$ cat src/hdl/dual_gradient_energy_core_assert.svh
// ----------------------------------------------------------------------------
// dual gradient energy core assertion macros
// shared concurrent assertion wrappers, compiled out with ASSERT_OFF
// ----------------------------------------------------------------------------
`ifndef DUAL_GRADIENT_ENERGY_CORE_ASSERT_SVH
`define DUAL_GRADIENT_ENERGY_CORE_ASSERT_SVH

`ifndef ASSERT_OFF
`define DGE_ASSERT_RST(lbl, clk, rst, prop, msg) \
   lbl: assert property (@(posedge clk) disable iff (rst) prop) else $error(msg);
`define DGE_ASSERT_CLK(lbl, clk, prop, msg) \
   lbl: assert property (@(posedge clk) prop) else $error(msg);
`else
`define DGE_ASSERT_RST(lbl, clk, rst, prop, msg)
`define DGE_ASSERT_CLK(lbl, clk, prop, msg)
`endif

`endif

$ cat src/hdl/dge_pkg.sv
// ----------------------------------------------------------------------------
// dge_pkg
// shared constants and control types of the dual gradient energy core
// ----------------------------------------------------------------------------
package dge_pkg;

   localparam int MAX_WIDTH_DEF  = 256;
   localparam int MAX_HEIGHT_DEF = 256;

   localparam int COORD_W  = 9;
   localparam int PIX_W    = 24;
   localparam int CHAN_W   = 8;
   localparam int SUM_W    = 19;
   localparam int ROOT_W   = 10;
   localparam int ENERGY_W = 6;
   localparam int CSR_AW   = 3;
   localparam int CSR_DW   = 32;

   localparam logic [COORD_W-1:0] SIZE_RESET = 9'd256;
   localparam logic [COORD_W-1:0] SIZE_MIN   = 9'd2;

   // floor(x / 10) as (x * 205) >> 11, exact for x below 1029
   localparam logic [7:0] DIV_RECIP = 8'd205;
   localparam int         DIV_SHIFT = 11;

   localparam logic CSR_IMAGE_WIDTH  = 1'b0;
   localparam logic CSR_IMAGE_HEIGHT = 1'b1;

   localparam logic MODE_LOAD  = 1'b0;
   localparam logic MODE_QUERY = 1'b1;

   typedef enum logic [1:0] {
      NB_RIGHT,
      NB_LEFT,
      NB_DOWN,
      NB_UP
   } nbr_type;

   typedef struct packed {
      logic [COORD_W-1:0] width;
      logic [COORD_W-1:0] height;
   } size_type;

   typedef struct packed {
      logic       capture;
      logic       write_pixel;
      logic       read_en;
      nbr_type    read_sel;
      logic       load_pix;
      nbr_type    pix_sel;
      logic       sum_clear;
      logic       sum_en;
      logic [1:0] chan_sel;
      logic       sqrt_init;
      logic       sqrt_step;
      logic       out_load;
   } cmd_type;

endpackage

$ cat src/hdl/dge_ctrl.sv
// ----------------------------------------------------------------------------
// dge_ctrl
// sequencer for pixel loads and energy queries, owns both handshakes
// ----------------------------------------------------------------------------
`include "dual_gradient_energy_core_assert.svh"

module dge_ctrl (
   input  logic             clock,
   input  logic             reset,
   input  logic             req_valid,
   input  logic             req_mode,
   output logic             req_ready,
   output logic             rsp_valid,
   input  logic             rsp_ready,
   output dge_pkg::cmd_type cmd
);

   typedef enum logic [2:0] {
      IDLE,
      READ,
      SUM,
      ROOT,
      DONE
   } state_type;

   localparam logic [3:0] READ_LAST = 4'd4;
   localparam logic [3:0] SUM_LAST  = 4'd2;
   localparam logic [3:0] ROOT_LAST = 4'd10;

   state_type  state_ff, state_in;
   logic [3:0] cnt_ff, cnt_in;
   logic       rsp_valid_ff, rsp_valid_in;
   logic       accept;

   assign req_ready = (state_ff == IDLE) && !reset;
   assign accept    = req_valid && req_ready;
   assign rsp_valid = rsp_valid_ff;

   always_comb begin
      state_in = state_ff;
      cnt_in   = cnt_ff;
      cmd      = '0;
      unique case (state_ff)
         IDLE: begin
            if (accept) begin
               cmd.capture = 1'b1;
               if (req_mode == dge_pkg::MODE_LOAD) begin
                  cmd.write_pixel = 1'b1;
               end else begin
                  state_in = READ;
                  cnt_in   = '0;
               end
            end
         end
         READ: begin
            // read issued at cnt, its data is loaded into pix_ff at cnt+1
            cmd.read_en  = (cnt_ff != READ_LAST);
            cmd.read_sel = dge_pkg::nbr_type'(cnt_ff[1:0]);
            cmd.load_pix = (cnt_ff != '0);
            cmd.pix_sel  = dge_pkg::nbr_type'(2'(cnt_ff - 4'd1));
            cnt_in       = cnt_ff + 4'd1;
            if (cnt_ff == READ_LAST) begin
               cmd.sum_clear = 1'b1;
               state_in      = SUM;
               cnt_in        = '0;
            end
         end
         SUM: begin
            cmd.sum_en   = 1'b1;
            cmd.chan_sel = cnt_ff[1:0];
            cnt_in       = cnt_ff + 4'd1;
            if (cnt_ff == SUM_LAST) begin
               state_in = ROOT;
               cnt_in   = '0;
            end
         end
         ROOT: begin
            cmd.sqrt_init = (cnt_ff == '0);
            cmd.sqrt_step = (cnt_ff != '0);
            cnt_in        = cnt_ff + 4'd1;
            if (cnt_ff == ROOT_LAST) begin
               state_in = DONE;
               cnt_in   = '0;
            end
         end
         DONE: begin
            if (!rsp_valid_ff || rsp_ready) begin
               cmd.out_load = 1'b1;
               state_in     = IDLE;
            end
         end
         default: state_in = IDLE;
      endcase
      rsp_valid_in = cmd.out_load || (rsp_valid_ff && !rsp_ready);
   end

   always_ff @(posedge clock) begin
      if (reset) begin
         state_ff     <= IDLE;
         cnt_ff       <= '0;
         rsp_valid_ff <= 1'b0;
      end else begin
         state_ff     <= state_in;
         cnt_ff       <= cnt_in;
         rsp_valid_ff <= rsp_valid_in;
      end
   end

   `DGE_ASSERT_RST(a_no_overwrite, clock, reset,
      cmd.out_load |-> (!rsp_valid_ff || rsp_ready), "result overwritten before taken")
   `DGE_ASSERT_RST(a_query_starts, clock, reset,
      (accept && req_mode == dge_pkg::MODE_QUERY) |=> (state_ff == READ && cnt_ff == '0),
      "query did not start reads")
   `DGE_ASSERT_RST(a_load_stays_idle, clock, reset,
      cmd.write_pixel |=> (state_ff == IDLE && !cmd.load_pix), "load beat left idle")
   `DGE_ASSERT_RST(a_root_to_done, clock, reset,
      (state_ff == ROOT && cnt_ff == ROOT_LAST) |=> (state_ff == DONE),
      "root iterations not ending in done")

endmodule

$ cat config.mk
export PLATFORM = sky130hd
export DESIGN_NAME = dge_ctrl
export DESIGN_NICKNAME = d
export VERILOG_FILES = /design/src/hdl/dge_pkg.sv /design/src/hdl/dge_ctrl.sv
export VERILOG_INCLUDE_DIRS = /design/src /design/src/hdl
export SDC_FILE = /design/constraint.sdc
export NUM_CORES = 1
export LEC_CHECK = 0
export BUFFER_PORTS_ARGS = -buffer_cell sky130_fd_sc_hd__buf_2
export CAP_MARGIN = 10
export CORE_MARGIN = 2
export CORE_UTILIZATION = 37
export CTS_CLUSTER_DIAMETER = 40
export CTS_CLUSTER_SIZE = 24
export DETAILED_ROUTE_END_ITERATION = 8
export PLACE_DENSITY = 0.66
export SLEW_MARGIN = 30
export SYNTH_ARGS = -nofsm -noshare
export SYNTH_HDL_FRONTEND = slang
export SYNTH_SLANG_ARGS = --single-unit
$ cat constraint.sdc
create_clock -name clock -period 1.84 [get_ports clock]
set_clock_uncertainty 0.1 [all_clocks]
set_input_delay 0.276 -clock clock [delete_from_list [all_inputs] [get_ports clock]]
set_output_delay 0.276 -clock clock [all_outputs]
set_load 0.03 [all_outputs]
==> flow_metrics.py <==
metrics = {
    "critical_path": {
        "worstPathRequired_ps": 1460,
        "worst-path-max-fanout": 5,
        "worstSetupPathType": "reg -> out",
        "critPathArrivalTime_ps": 1440,
        "end_kind": "primary output",
        "rrSetupSlack_ps": 250,
        "critPathLaunchType": "flop",
    },
    "logic_synthesis": {
        "synthAdderAreaFrac_pct": 6.33,
        "ys_warn_count": 0,
        "synth_compound_area_share_pct": 16.7,
        "ys_seq_area_share_pct": 27.0,
        "synth_edf_count": 0,
        "syn_inst": 77,
        "synth_most_common_cell": "nor2_1",
        "yosysTopAreaCell": "dfxtp_1",
        "synth_xor_area_share_pct": 4.22,
        "yosys-top-cells-area": "dfxtp_1 (27%), nor2_1 (10%), ha_1 (6.3%), a21oi_1 (5.1%), nand3b_1 (3.8%)",
        "synth_seq_cells": 8,
        "synth-main-ff-cell": "dfxtp_1",
        "synth_common_cells": "nor2_1 (16), dfxtp_1 (8), a21oi_1 (6), nand2_1 (5), nor3_1 (4)",
        "syn-num-nets": 85,
        "ys_async_sr_fraction_pct": 0,
        "synth_top_area_share_pct": 27.0,
        "ys_types": 32,
        "avgSynthCellArea_um2": 7.70,
        "yosys.area_share.simple_pct": 36.7,
        "syn_area_um2": 593,
        "synthMuxAreaShare_pct": 0,
        "synth_top_family_by_area": "simple AND/OR/NAND/NOR gates",
    },
    "floorplanning": {
        "initial_core_util_pct": 39.4,
        "die_w_um": 44.0,
        "row_count": 14,
        "dieArea_mm2": 0.00194,
        "chipHeight_um": 44.0,
        "core_mm2": 0.00151,
        "pin_count": 22,
    },
    "grt": {
        "groute.layer.met1.usage_pct": 24.0,
        "grt_pass1_vias": 551,
        "grt_usage_pct": 16.5,
        "grt.busiest_layer": "met2",
        "antenna_found_initial": 0,
        "overflow": 0,
        "grt_util_met2_pct": 24.1,
        "grt_max_degree": 13,
        "met3_usage_pct": 2.04,
        "grt_first_pass_wirelength_mm": 2.42,
    },
    "routing": {
        "drt-initial-drc-count": 7,
        "via_per_inst": 5.24,
        "post-route-drc-count": 0,
        "wire_per_inst_um": 13.1,
        "ant_nets": 0,
        "routed_wl_mm": 1.52,
        "first_pass_iters": 4,
        "vias": 608,
    },
    "power_and_ir_drop": {
        "p_leak_nw": 0.348,
        "power.density_mw_per_mm2": 1370,
        "p_total_mw": 1.07,
        "irDropWorstVdd_v": 0.000480,
    },
    "layout": {
        "antenna_cells": 0,
        "layout-drive-gt1-share_pct": 44.0,
        "layoutNonFillerInstCount": 116,
        "syn_to_final_growth_pct": 32.3,
        "layout.nets": 110,
        "fin_util_pct": 52.1,
        "final_cell_area_um2": 785,
    },
    "clocking": {
        "clkSlewWorstSetupHoldPaths_ps": 60,
        "cts_tree": "built",
        "htreeDepth": 1,
        "cts_buffers": 3,
        "clkLatencyLatePin_ps": 250,
        "cts.sink_count": 8,
        "clockRootBuffer": "clkbuf_4",
        "clk_path_buf_depth": 2,
    },
    "timing": {
        "tns_ps": 0,
        "finalCritPeriodShare_pct": 99.0,
        "hold_viol": 0,
        "hold_ws_ps": 228,
        "post-route-worst-setup-slack_ps": 19.3,
        "slew_violations": 0,
        "fin_crit_ps": 1820,
        "maxSlewHeadroom_pct": 80.1,
        "worstMarginPinSlew_ps": 298,
        "setup_viol": 0,
        "clock.fmax_mhz": 549,
    },
    "placement": {
        "placed_cells": 113,
        "pre_cts_slack_ps": 178,
        "postPlaceCellArea_um2": 734,
        "place_hpwl_mm": 1.09,
        "port_buffers": 21,
        "gp_congestion": 0.763,
    },
    "worst_hold_path": {
        "hold_path.class": "in -> reg",
    },
    "status": {
        "outcome": "finished, final reports clean",
    },
    "flow_run": {
        "max-cap-violations": 0,
    },
}
state kept, by name, summed over array words and instances, names as in the netlist:
name       cells
rsp_valid      1
cnt_ff         4
state_ff       3
layout make-up:
class / count / area, µm²
Sequential cell: 8 / 168
Multi-Input combinational cell: 61 / 418
Clock buffer: 3 / 22.5
Tap cell: 16 / 20.0
Fill cell: 142 / 722
Timing Repair Buffer: 25 / 145
Inverter: 3 / 11.3
metal layers:
metal  vias to the layer above  share of wire [%]
met3                         6                4.6
li1                        307                  -
met2                        16                 46
met5                         -                  0
met1                       279                 47
met4                         0                2.8
path summary, 6_finish.rpt:
| check | startpoint | endpoint | cells after the start |
|---|---|---|---|
| worst max register to register | cnt_ff[1]$_SDFFE_PP0P_ | cnt_ff[1]$_SDFFE_PP0P_ | 7 |
| worst min register to register | cnt_ff[1]$_SDFFE_PP0P_ | cnt_ff[1]$_SDFFE_PP0P_ | 2 |
| worst min-delay path | reset | state_ff[0]$_SDFFE_PP0P_ | 2 |
| worst max-delay path | cnt_ff[1]$_SDFFE_PP0P_ | cmd[1] | 5 |
worst max-delay path, stage by stage (launching register included):
cell     delay, ps
dfxtp_2        370
inv_1           80
ha_1           200
nor3b_2        160
nor2_1         180
buf_4          200
cells in the final DEF, fill, tap and decap left out, drive strengths merged:
cell type and n:
a21o 1, dfxtp 8, o22ai 2, buf 24, and3 1, a21oi 6, nor3b 2, o22a 1
o21ai 2, nor3 4, nor4 1, inv 3, nor2 16, xnor2 2, a211oi 1, a31oi 1
and2 3, ha 3, or4 1, nand3 1, nor4b 1, clkbuf 4, nand3b 3, nand2 5
nand2b 2, nor2b 2
cell families after synthesis:
logic type	Yosys count
AOI/OAI and AO/OA	14
xor gates and xnor gates	2
adders and majority gates	3
buffers and inverters	8
DFF	8
and+or+nand+nor	42
where the power goes:
part / leakage, nW / internal [mW] / switching (mW)
Sequential: 0.0671 / 0.217 / 0.0744
Combinational: 0.267 / 0.260 / 0.382
Clock: 0.0138 / 0.0751 / 0.0655
timing repair:
| action | 4_1_cts | 5_1_grt |
|---|---|---|
| resized for setup | 3 | 13 |
| pin swaps | 0 | 1 |
| setup buffers | 0 | 0 |
| hold buffers | 0 | 0 |
| endpoints found under the setup margin | 8 | 5 |
(Power assumes the default switching activity.)
