==> src/hdl/dual_gradient_energy_core_assert.svh <==
// ----------------------------------------------------------------------------
// dual gradient energy core assertion macros
// shared concurrent assertion wrappers, compiled out with ASSERT_OFF
// ----------------------------------------------------------------------------
`ifndef DUAL_GRADIENT_ENERGY_CORE_ASSERT_SVH
`define DUAL_GRADIENT_ENERGY_CORE_ASSERT_SVH

`ifndef ASSERT_OFF
`define DGE_ASSERT_RST(lbl, clk, rst, prop, msg) \
   lbl: assert property (@(posedge clk) disable iff (rst) prop) else $error(msg);
`define DGE_ASSERT_CLK(lbl, clk, prop, msg) \
   lbl: assert property (@(posedge clk) prop) else $error(msg);
`else
`define DGE_ASSERT_RST(lbl, clk, rst, prop, msg)
`define DGE_ASSERT_CLK(lbl, clk, prop, msg)
`endif

`endif

==> src/hdl/dge_pkg.sv <==
// ----------------------------------------------------------------------------
// dge_pkg
// shared constants and control types of the dual gradient energy core
// ----------------------------------------------------------------------------
package dge_pkg;

   localparam int MAX_WIDTH_DEF  = 256;
   localparam int MAX_HEIGHT_DEF = 256;

   localparam int COORD_W  = 9;
   localparam int PIX_W    = 24;
   localparam int CHAN_W   = 8;
   localparam int SUM_W    = 19;
   localparam int ROOT_W   = 10;
   localparam int ENERGY_W = 6;
   localparam int CSR_AW   = 3;
   localparam int CSR_DW   = 32;

   localparam logic [COORD_W-1:0] SIZE_RESET = 9'd256;
   localparam logic [COORD_W-1:0] SIZE_MIN   = 9'd2;

   // floor(x / 10) as (x * 205) >> 11, exact for x below 1029
   localparam logic [7:0] DIV_RECIP = 8'd205;
   localparam int         DIV_SHIFT = 11;

   localparam logic CSR_IMAGE_WIDTH  = 1'b0;
   localparam logic CSR_IMAGE_HEIGHT = 1'b1;

   localparam logic MODE_LOAD  = 1'b0;
   localparam logic MODE_QUERY = 1'b1;

   typedef enum logic [1:0] {
      NB_RIGHT,
      NB_LEFT,
      NB_DOWN,
      NB_UP
   } nbr_type;

   typedef struct packed {
      logic [COORD_W-1:0] width;
      logic [COORD_W-1:0] height;
   } size_type;

   typedef struct packed {
      logic       capture;
      logic       write_pixel;
      logic       read_en;
      nbr_type    read_sel;
      logic       load_pix;
      nbr_type    pix_sel;
      logic       sum_clear;
      logic       sum_en;
      logic [1:0] chan_sel;
      logic       sqrt_init;
      logic       sqrt_step;
      logic       out_load;
   } cmd_type;

endpackage

==> src/hdl/dge_regs.sv <==
// ----------------------------------------------------------------------------
// dge_regs
// apb register file holding the image size, clamped for the datapath
// ----------------------------------------------------------------------------
module dge_regs #(
   parameter int MAX_WIDTH  = dge_pkg::MAX_WIDTH_DEF,
   parameter int MAX_HEIGHT = dge_pkg::MAX_HEIGHT_DEF
) (
   input  logic                         clock,
   input  logic                         reset,
   input  logic                         csr_psel,
   input  logic                         csr_penable,
   input  logic                         csr_pwrite,
   input  logic [dge_pkg::CSR_AW-1:0]   csr_paddr,
   input  logic [dge_pkg::CSR_DW-1:0]   csr_pwdata,
   output logic [dge_pkg::CSR_DW-1:0]   csr_prdata,
   output logic                         csr_pready,
   output dge_pkg::size_type            size
);

   localparam int CSR_DW_T = dge_pkg::CSR_DW;

   logic [dge_pkg::COORD_W-1:0] width_ff, width_in;
   logic [dge_pkg::COORD_W-1:0] height_ff, height_in;
   logic                        wr_en;

   assign wr_en = csr_psel && csr_penable && csr_pwrite;

   always_comb begin
      width_in  = width_ff;
      height_in = height_ff;
      if (wr_en) begin
         unique case (csr_paddr[2])
            dge_pkg::CSR_IMAGE_WIDTH:  width_in  = csr_pwdata[dge_pkg::COORD_W-1:0];
            dge_pkg::CSR_IMAGE_HEIGHT: height_in = csr_pwdata[dge_pkg::COORD_W-1:0];
            default: ;
         endcase
      end
   end

   always_ff @(posedge clock) begin
      if (reset) begin
         width_ff  <= dge_pkg::SIZE_RESET;
         height_ff <= dge_pkg::SIZE_RESET;
      end else begin
         width_ff  <= width_in;
         height_ff <= height_in;
      end
   end

   always_comb begin
      unique case (csr_paddr[2])
         dge_pkg::CSR_IMAGE_WIDTH:  csr_prdata = CSR_DW_T'(width_ff);
         dge_pkg::CSR_IMAGE_HEIGHT: csr_prdata = CSR_DW_T'(height_ff);
         default:                   csr_prdata = '0;
      endcase
   end

   assign csr_pready = 1'b1;

   // saturate to 2..max
   always_comb begin
      if (width_ff < dge_pkg::SIZE_MIN) begin
         size.width = dge_pkg::SIZE_MIN;
      end else if (32'(width_ff) > MAX_WIDTH) begin
         size.width = dge_pkg::COORD_W'(MAX_WIDTH);
      end else begin
         size.width = width_ff;
      end
      if (height_ff < dge_pkg::SIZE_MIN) begin
         size.height = dge_pkg::SIZE_MIN;
      end else if (32'(height_ff) > MAX_HEIGHT) begin
         size.height = dge_pkg::COORD_W'(MAX_HEIGHT);
      end else begin
         size.height = height_ff;
      end
   end

endmodule

==> config.mk <==
export PLATFORM = sky130hd
export DESIGN_NAME = dge_regs
export DESIGN_NICKNAME = d
export VERILOG_FILES = /design/src/hdl/dual_gradient_energy_core_assert.svh /design/src/hdl/dge_pkg.sv /design/src/hdl/dge_regs.sv
export SDC_FILE = /design/constraint.sdc
export NUM_CORES = 1
export LEC_CHECK = 0
export BUFFER_PORTS_ARGS = -buffer_cell sky130_fd_sc_hd__buf_2
export CAP_MARGIN = 20
export CORE_UTILIZATION = 39
export CTS_CLUSTER_DIAMETER = 30
export CTS_CLUSTER_SIZE = 20
export DETAILED_ROUTE_END_ITERATION = 10
export PLACE_DENSITY_LB_ADDON = 0.2
export SLEW_MARGIN = 25
export SYNTH_ARGS = -nofsm -noshare
export SYNTH_HDL_FRONTEND = slang
export SYNTH_SLANG_ARGS = --single-unit
==> constraint.sdc <==
create_clock -name clock -period 4.3 [get_ports clock]
set_clock_uncertainty 0.1 [all_clocks]
set_input_delay 1.29 -clock clock [delete_from_list [all_inputs] [get_ports clock]]
set_output_delay 1.29 -clock clock [all_outputs]
set_load 0.005 [all_outputs]
==> results.json, run 1 <==
{
  "floorplan.initialDensity_pct": 42.6,
  "coreArea_sq_um": 2880,
  "die_area_sq_um": 3370,
  "post_dp_cell_area_sq_um": 1350,
  "insertion_delay_ns": 0.29,
  "grt_setup_unrepaired": "no",
  "grt_pass1_wl_um": 3880,
  "hpwlAfterDp_um": 1870,
  "netlist_area_sq_um": 1230,
  "htreeDepth": 1,
  "clock_sinks": 18,
  "tightest_slew_ns": 0.547,
  "ys_warn_count": 0,
  "critPathMaxFanout": 13,
  "grt_util_all_layers_pct": 15.5,
  "cts_made_buffers": 3,
  "synth-seq-cells": 18,
  "total_power_mw": 0.322,
  "vias": 936,
  "port_buffers": 41,
  "cp_slowest_cell": "mux2_2",
  "grt_pass1_vias": 860,
  "synthFlopType": "dfxtp_1",
  "n_fill_cell": 267,
  "status": "complete, but fails checks",
  "grt_max_degree": 28,
  "rows": 19,
  "max_stage_delay_ns": 0.38,
  "die_h_um": 58.1,
  "cts_resized": 0,
  "wire_per_inst_um": 11.9,
  "setup_tns_ns": 0,
  "cts-hold-fix-buffers": 0,
  "ios": 91,
  "netlist_instances": 133,
  "wirelength_um": 2490,
  "cts_max_path_buffers": 2,
  "synth.distinct_cells": 18,
  "diodes": 0,
  "layout_common_cells": "buf_2 (41), nand2b_1 (24), conb_1 (24)",
  "cp-start-kind": "primary input",
  "violations": "design-rule violations",
  "drive_gt1_share_pct": 33.5,
  "arrival_ns": 2.05,
  "clkTransAtPathRegs_ns": 0.10,
  "max-slew-margin-rel_pct": 63.4,
  "syn_avg_cell_area_sq_um": 9.22,
  "antenna_left": 0,
  "async_flop_share_pct": 0,
  "path_class": "in -> out",
  "area_delta_synth_final_pct": 13.1,
  "fin_hold_ws_ns": 0.396,
  "first_iter_violations": 21,
  "fmax_ghz": 0.291,
  "peakVddDrop_mv": 0.112,
  "antenna_found_initial": 0,
  "die_w_um": 58.1,
  "path_cells": "buf_2 > mux2_2 > buf_2",
  "gp_congestion": 0.759,
  "hold_class": "reg -> reg",
  "cts_tree": "yes",
  "cp_common_cell": "buf_2",
  "gr-total-overflow": 0,
  "dr.pass1.iters": 9,
  "required_ns": 2.91,
  "layout_min_cycle_time_ns": 3.44,
  "powerDensity_nw_per_um2": 232,
  "root_buffer": "clkbuf_4",
  "nets": 208,
  "end_kind": "primary output",
  "postCtsSetupBuffers": 0,
  "drc": 5,
  "vias_per_cell": 4.48,
  "p_leak_nw": 0.680,
  "max-cap-violations": 0,
  "maxSlewViolCount": 0,
  "synth_edf_count": 0,
  "finalSetupViolations": 0,
  "synth_seq_area_share_pct": 29.4,
  "post-route-period-util_pct": 80.0,
  "hold_viol": 0,
  "final_common_cell": "buf_2",
  "postLayoutCellArea_sq_um": 1390,
  "rrSetupSlack_ns": 3.33
}
==> synth_stat cells (2+ instances only) <==
library cell,instances,share of area [%]
buf_4,24,15
nand2b_1,24,12
conb_1,2,0.61
or4_4,2,1.8
clkbuf_1,7,2.1
buf_2,2,0.82
nor2_1,3,0.92
or2b_1,2,1.2
mux2i_1,18,15
o41ai_1,2,1.4
dfxtp_1,18,29
mux2_2,9,8.3
o41a_1,2,1.8
nor2b_1,14,7.1
==> final timing paths <==
check / endpoint / start / cells after the start
worst min register to register: height_ff[0]$_SDFFE_PP0P_ / height_ff[0]$_SDFFE_PP0P_ / 2
worst min-delay path: height_ff[0]$_SDFFE_PP0P_ / height_ff[0]$_SDFFE_PP0P_ / 2
worst max register to register: height_ff[8]$_SDFFE_PP1P_ / height_ff[8]$_SDFFE_PP1P_ / 2
worst max-delay path: csr_prdata[8] / csr_paddr[2] / 3
==> critical path: cells and delay by family <==
| family | cells | cell delay (ns) |
|---|---|---|
| buf+inv | 2 | 0.38 |
| mux | 1 | 0.38 |
==> through the flow <==
step	utilization [%]	std cells	worst slack (ns)
after global placement	46.9	205	0.851
after floorplan	-	155	1.08
after detailed placement	46.9	205	0.859
after global routing	48.2	209	0.822
after CTS	48.2	209	0.859
final	48.2	209	0.862
==> area by class of cell <==
class,count,area (sq um),share of cell area (%)
repair buffers,41,205,14.8
multi-input cells,104,732,52.8
clock buffers,4,36.3,2.62
well taps,42,52.6,3.79
flip-flops and latches,18,360,26.0
==> layer usage <==
metal | up-vias | track usage, % | wire, um
li1 | 462 | - | -
met1 | 422 | 17.9 | 1040
met2 | 48 | 27.9 | 1250
met3 | 4 | 2.23 | 162
met4 | 0 | 7.14 | 34
met5 | - | 0 | 0
==> sequential cells by signal, indices dropped and copies added, names as in the netlist <==
signal     flops
width_ff       9
height_ff      9
==> kinds of logic after synthesis <==
group	after synthesis	share of synthesized area (%)
other	2	0.612
DFF	18	29.4
and+or+nand+nor	49	26.1
buffers and inverters	33	17.7
muxes	27	23.0
AOI/OAI and AO/OA	4	3.27
==> power by group <==
group,internal (mW),total [mW],switching (mW)
clock,0.0516,0.106,0.0540
combinational,0.0201,0.0415,0.0215
sequential,0.170,0.175,0.00449
Power figures use the tool's default switching activity.
==> run 2, diff against run 1 <==
CORE_UTILIZATION = 36   (was 39)
clock period = 2.8 ns   (was 4.3 ns; I/O delays follow)
==> run 2 against run 1 <==
Net effect: the flow now finishes without violations; design area rose by 0.18%; clock-buffer cell count did not move; sequential share of layout area barely moved; critical path type is now reg -> out; highest routed layer unchanged.
==> results.json, run 2 (synthesized netlist as in run 1, its figures left out) <==
{
  "status": "finished clean",
  "post-route-period-util_pct": 92.0,
  "p_leak_nw": 0.680,
  "die_area_sq_um": 3640,
  "peakVddDrop_mv": 0.154,
  "cts_max_path_buffers": 2,
  "die_w_um": 60.4,
  "clock_sinks": 18,
  "final_common_cell": "buf_2",
  "arrival_ns": 1.63,
  "vias": 938,
  "root_buffer": "clkbuf_4",
  "max-slew-margin-rel_pct": 65.1,
  "ios": 91,
  "r2r_start": "height_ff[8]$_SDFFE_PP1P_",
  "end_kind": "primary output",
  "maxSlewViolCount": 0,
  "fin_hold_ws_ns": 0.398,
  "dpl_worst_slack_ns": 0.253,
  "wire_per_inst_um": 11.8,
  "diodes": 0,
  "area_delta_synth_final_pct": 13.3,
  "drive_gt1_share_pct": 33.5,
  "grt_pass1_vias": 815,
  "critPathMaxFanout": 4,
  "floorplan.initialDensity_pct": 38.9,
  "fmax_ghz": 0.388,
  "gr-total-overflow": 0,
  "powerDensity_nw_per_um2": 355,
  "layout_min_cycle_time_ns": 2.57,
  "antenna_found_initial": 0,
  "path_class": "reg -> out",
  "utilization_pct": 44.0,
  "insertion_delay_ns": 0.29,
  "path_cells": "or4_4 > o41a_1 > buf_2",
  "cts_resized": 0,
  "required_ns": 1.86,
  "hp-start": "height_ff[0]$_SDFFE_PP0P_",
  "tightest_slew_ns": 0.521,
  "cts_tree": "yes",
  "grt_util_all_layers_pct": 14.5,
  "nets": 208,
  "gp_congestion": 0.752,
  "worst-path-buf-inv": 1,
  "vias_per_cell": 4.45,
  "grt_setup_unrepaired": "no",
  "htreeDepth": 1,
  "first_iter_violations": 18,
  "critPathLaunch": "height_ff[6]$_SDFFE_PP0P_",
  "cts_made_buffers": 3,
  "cp-start-kind": "flop",
  "wirelength_um": 2500,
  "postCtsSetupBuffers": 0,
  "finalSetupViolations": 0,
  "port_buffers": 41,
  "cp_top_family": "simple AND/OR/NAND/NOR gates",
  "clkTransAtPathRegs_ns": 0.10,
  "dr.pass1.iters": 3,
  "hold_class": "reg -> reg",
  "max_stage_delay_ns": 0.56,
  "grt_max_degree": 28,
  "grt_pass1_wl_um": 3790,
  "reg_top3": "height_ff: 9 flops, width_ff: 9 flops",
  "layout_common_cells": "buf_2 (41), nand2b_1 (24), conb_1 (24)",
  "cp_slowest_cell": "or4_4",
  "max-cap-violations": 0,
  "setup_tns_ns": 0,
  "cts-hold-fix-buffers": 0,
  "rows": 20,
  "antenna_left": 0,
  "finalWorstSetupSlack_ns": 0.225,
  "hold_viol": 0,
  "die_h_um": 60.4,
  "coreArea_sq_um": 3150,
  "hpwlAfterDp_um": 1840,
  "drc": 0
}
[run 2: report_power, final]
group	switching, mW	internal (mW)
Clock	0.0805	0.0791
Sequential	0.00709	0.262
Combinational	0.0331	0.0308
Total	0.121	0.372
[run 2: final timing paths]
check | to | slack (ns) | cells past startpoint
max | size[0] | 0.23 | 3
min | height_ff[0]$_SDFFE_PP0P_ | 0.40 | 2
max reg2reg | height_ff[8]$_SDFFE_PP1P_ | 1.84 | 2
min reg2reg | height_ff[0]$_SDFFE_PP0P_ | 0.40 | 2
[run 2: layout make-up]
class,count,area [sq um]
Clock buffer,4,36.3
Fill cell,326,1760
Multi-Input combinational cell,104,732
Sequential cell,18,360
Tap cell,44,55.1
Timing Repair Buffer,41,205
[run 2: per-stage QoR]
step	total power, mW	instance area (sq um)	cells
after floorplan	0.340	1310	155
after global placement	0.337	1350	207
after detailed placement	0.338	1350	207
after CTS	0.499	1390	211
after global routing	0.518	1390	211
final	0.492	1390	211
[run 2: layer usage]
layer	track usage (%)	wire length (um)	up-vias
met5	0	0	-
met4	6.31	40	0
met3	2.56	121	4
met2	23.5	1160	40
met1	18.8	1170	430
li1	-	-	464
[run 2: worst register-to-register path, stage by stage, from the launching register on]
cell	delay, ns
dfxtp_1	0.57
nor2_1	0.09
mux2i_1	0.14
==> run 3, diff against run 2 <==
CORE_UTILIZATION = 37   (was 36)
CTS_BUF_LIST = sky130_fd_sc_hd__clkbuf_4   (was default)
==> run 3 against run 2 <==
Net effect: non-clock buffer count is the same; clock power shrank 16%; total power shrank 5.3%; maximum frequency shrank 0.82%; final cell count is the same; critical path type unchanged; combinational power shrank 2%; critical endpoint is now size[9]; worst hold slack lost 0.0046 ns; setup slack lost 0.021 ns; first-iteration DRC count shrank 39%.
==> results.json, run 3 (synthesized netlist as in run 1, its figures left out) <==
{
  "first_iter_violations": 11,
  "cts_resized": 0,
  "reg_top3": "height_ff: 9 flops, width_ff: 9 flops",
  "coreArea_sq_um": 3100,
  "cts_max_path_buffers": 2,
  "cp-start-kind": "flop",
  "max-slew-margin-rel_pct": 66.4,
  "tightest_slew_ns": 0.501,
  "dpl_worst_slack_ns": 0.259,
  "antenna_left": 0,
  "peakVddDrop_mv": 0.198,
  "post-route-period-util_pct": 92.7,
  "clkTransAtPathRegs_ns": 0.11,
  "area_delta_synth_final_pct": 12.4,
  "required_ns": 1.86,
  "whs_path_depth": 2,
  "grt_use_met3_pct": 1.97,
  "grt.busiest_layer": "met2",
  "status": "finished clean",
  "critPathMaxFanout": 4,
  "critPathLaunch": "width_ff[2]$_SDFFE_PP0P_",
  "cts-hold-fix-buffers": 0,
  "cts_tree": "yes",
  "grt_max_degree": 28,
  "max-cap-violations": 0,
  "rows": 20,
  "end_kind": "primary output",
  "die_area_sq_um": 3550,
  "ios": 91,
  "grt_pass1_wl_um": 3580,
  "drive_gt1_share_pct": 32.9,
  "nets": 208,
  "grtUsageMet1_pct": 18.1,
  "grt_util_all_layers_pct": 13.7,
  "dp.cells": 207,
  "p_leak_nw": 0.675,
  "fin_hold_ws_ns": 0.394,
  "maxSlewViolCount": 0,
  "clock_sinks": 18,
  "hp-start": "height_ff[0]$_SDFFE_PP0P_",
  "root_buffer": "clkbuf_4",
  "gr-total-overflow": 0,
  "final-instance-count-excl-fill": 211,
  "diodes": 0,
  "setup_tns_ns": 0,
  "reg2regPathDepth": 2,
  "path_class": "reg -> out",
  "floorplan.initialDensity_pct": 39.5,
  "r2r_start": "height_ff[8]$_SDFFE_PP1P_",
  "port_buffers": 41,
  "path_cells": "or4_4 > o41a_1 > buf_2",
  "antenna_found_initial": 0,
  "drc": 0,
  "finalWorstSetupSlack_ns": 0.204,
  "insertion_delay_ns": 0.29,
  "wire_per_inst_um": 11.2,
  "finalSetupViolations": 0,
  "vias": 920,
  "final_common_cell": "buf_2",
  "total_power_mw": 0.466,
  "max_stage_delay_ns": 0.54,
  "vias_per_cell": 4.36,
  "die_h_um": 59.6,
  "hold_viol": 0,
  "cts_made_buffers": 3,
  "use_met2_pct": 22.8,
  "htreeDepth": 1,
  "postCtsSetupBuffers": 0,
  "fmax_ghz": 0.385,
  "grt_setup_unrepaired": "no",
  "powerDensity_nw_per_um2": 338,
  "die_w_um": 59.6,
  "dr.pass1.iters": 3,
  "wirelength_um": 2360,
  "layout_common_cells": "buf_2 (41), nand2b_1 (24), conb_1 (24)",
  "layout_min_cycle_time_ns": 2.60,
  "grt_pass1_vias": 779,
  "hold_class": "reg -> reg",
  "cp_slowest_cell": "or4_4",
  "arrival_ns": 1.66,
  "gp_congestion": 0.766
}
-- run 3: changes by cell type in the layout (fill, tap and decap cells not counted), sizes merged --
cell    previous run  this run
clkbuf             4         3
clkinv             0         1
-- run 3: path summary, 6_finish.rpt --
check                         endpoint  slack [ns]
max                            size[9]        0.20
min          height_ff[0]$_SDFFE_PP0P_        0.39
max reg2reg  height_ff[8]$_SDFFE_PP1P_        1.82
min reg2reg  height_ff[0]$_SDFFE_PP0P_        0.39
-- run 3: layer usage --
| metal | share of wire (%) | vias to the layer above | routed length, um |
|---|---|---|---|
| met4 | 1.1 | 0 | 27 |
| met5 | 0 | - | 0 |
| met3 | 5.5 | 4 | 129 |
| met2 | 47 | 40 | 1120 |
| met1 | 46 | 412 | 1080 |
| li1 | - | 464 | - |
-- run 3: area by class of cell --
| type | instances | area, sq um |
|---|---|---|
| well taps | 44 | 55.1 |
| fillers | 316 | 1720 |
| multi-input cells | 104 | 732 |
| repair buffers | 41 | 205 |
| flip-flops and latches | 18 | 360 |
| clock inverters | 1 | 3.75 |
| clock buffers | 3 | 22.5 |
-- run 3: power breakdown --
| group | switching, mW | total, mW | internal [mW] |
|---|---|---|---|
| Clock | 0.0832 | 0.135 | 0.0518 |
| Sequential | 0.00701 | 0.269 | 0.262 |
| Combinational | 0.0319 | 0.0627 | 0.0308 |
| Total | 0.122 | 0.466 | 0.344 |
-- run 3: critical path, delay by kind of cell, from the launching register on --
kind            cells  cell delay (ns)
buf+inv             1             0.14
flops               1             0.35
simple gates        1             0.54
compound gates      1             0.34
-- run 3: per-stage QoR --
step | utilization, % | instance area [sq um]
final | 44.4 | 1380
after global routing | 44.4 | 1380
after CTS | 44.4 | 1380
after detailed placement | 43.6 | 1350
after global placement | 43.6 | 1350
after floorplan | - | 1310
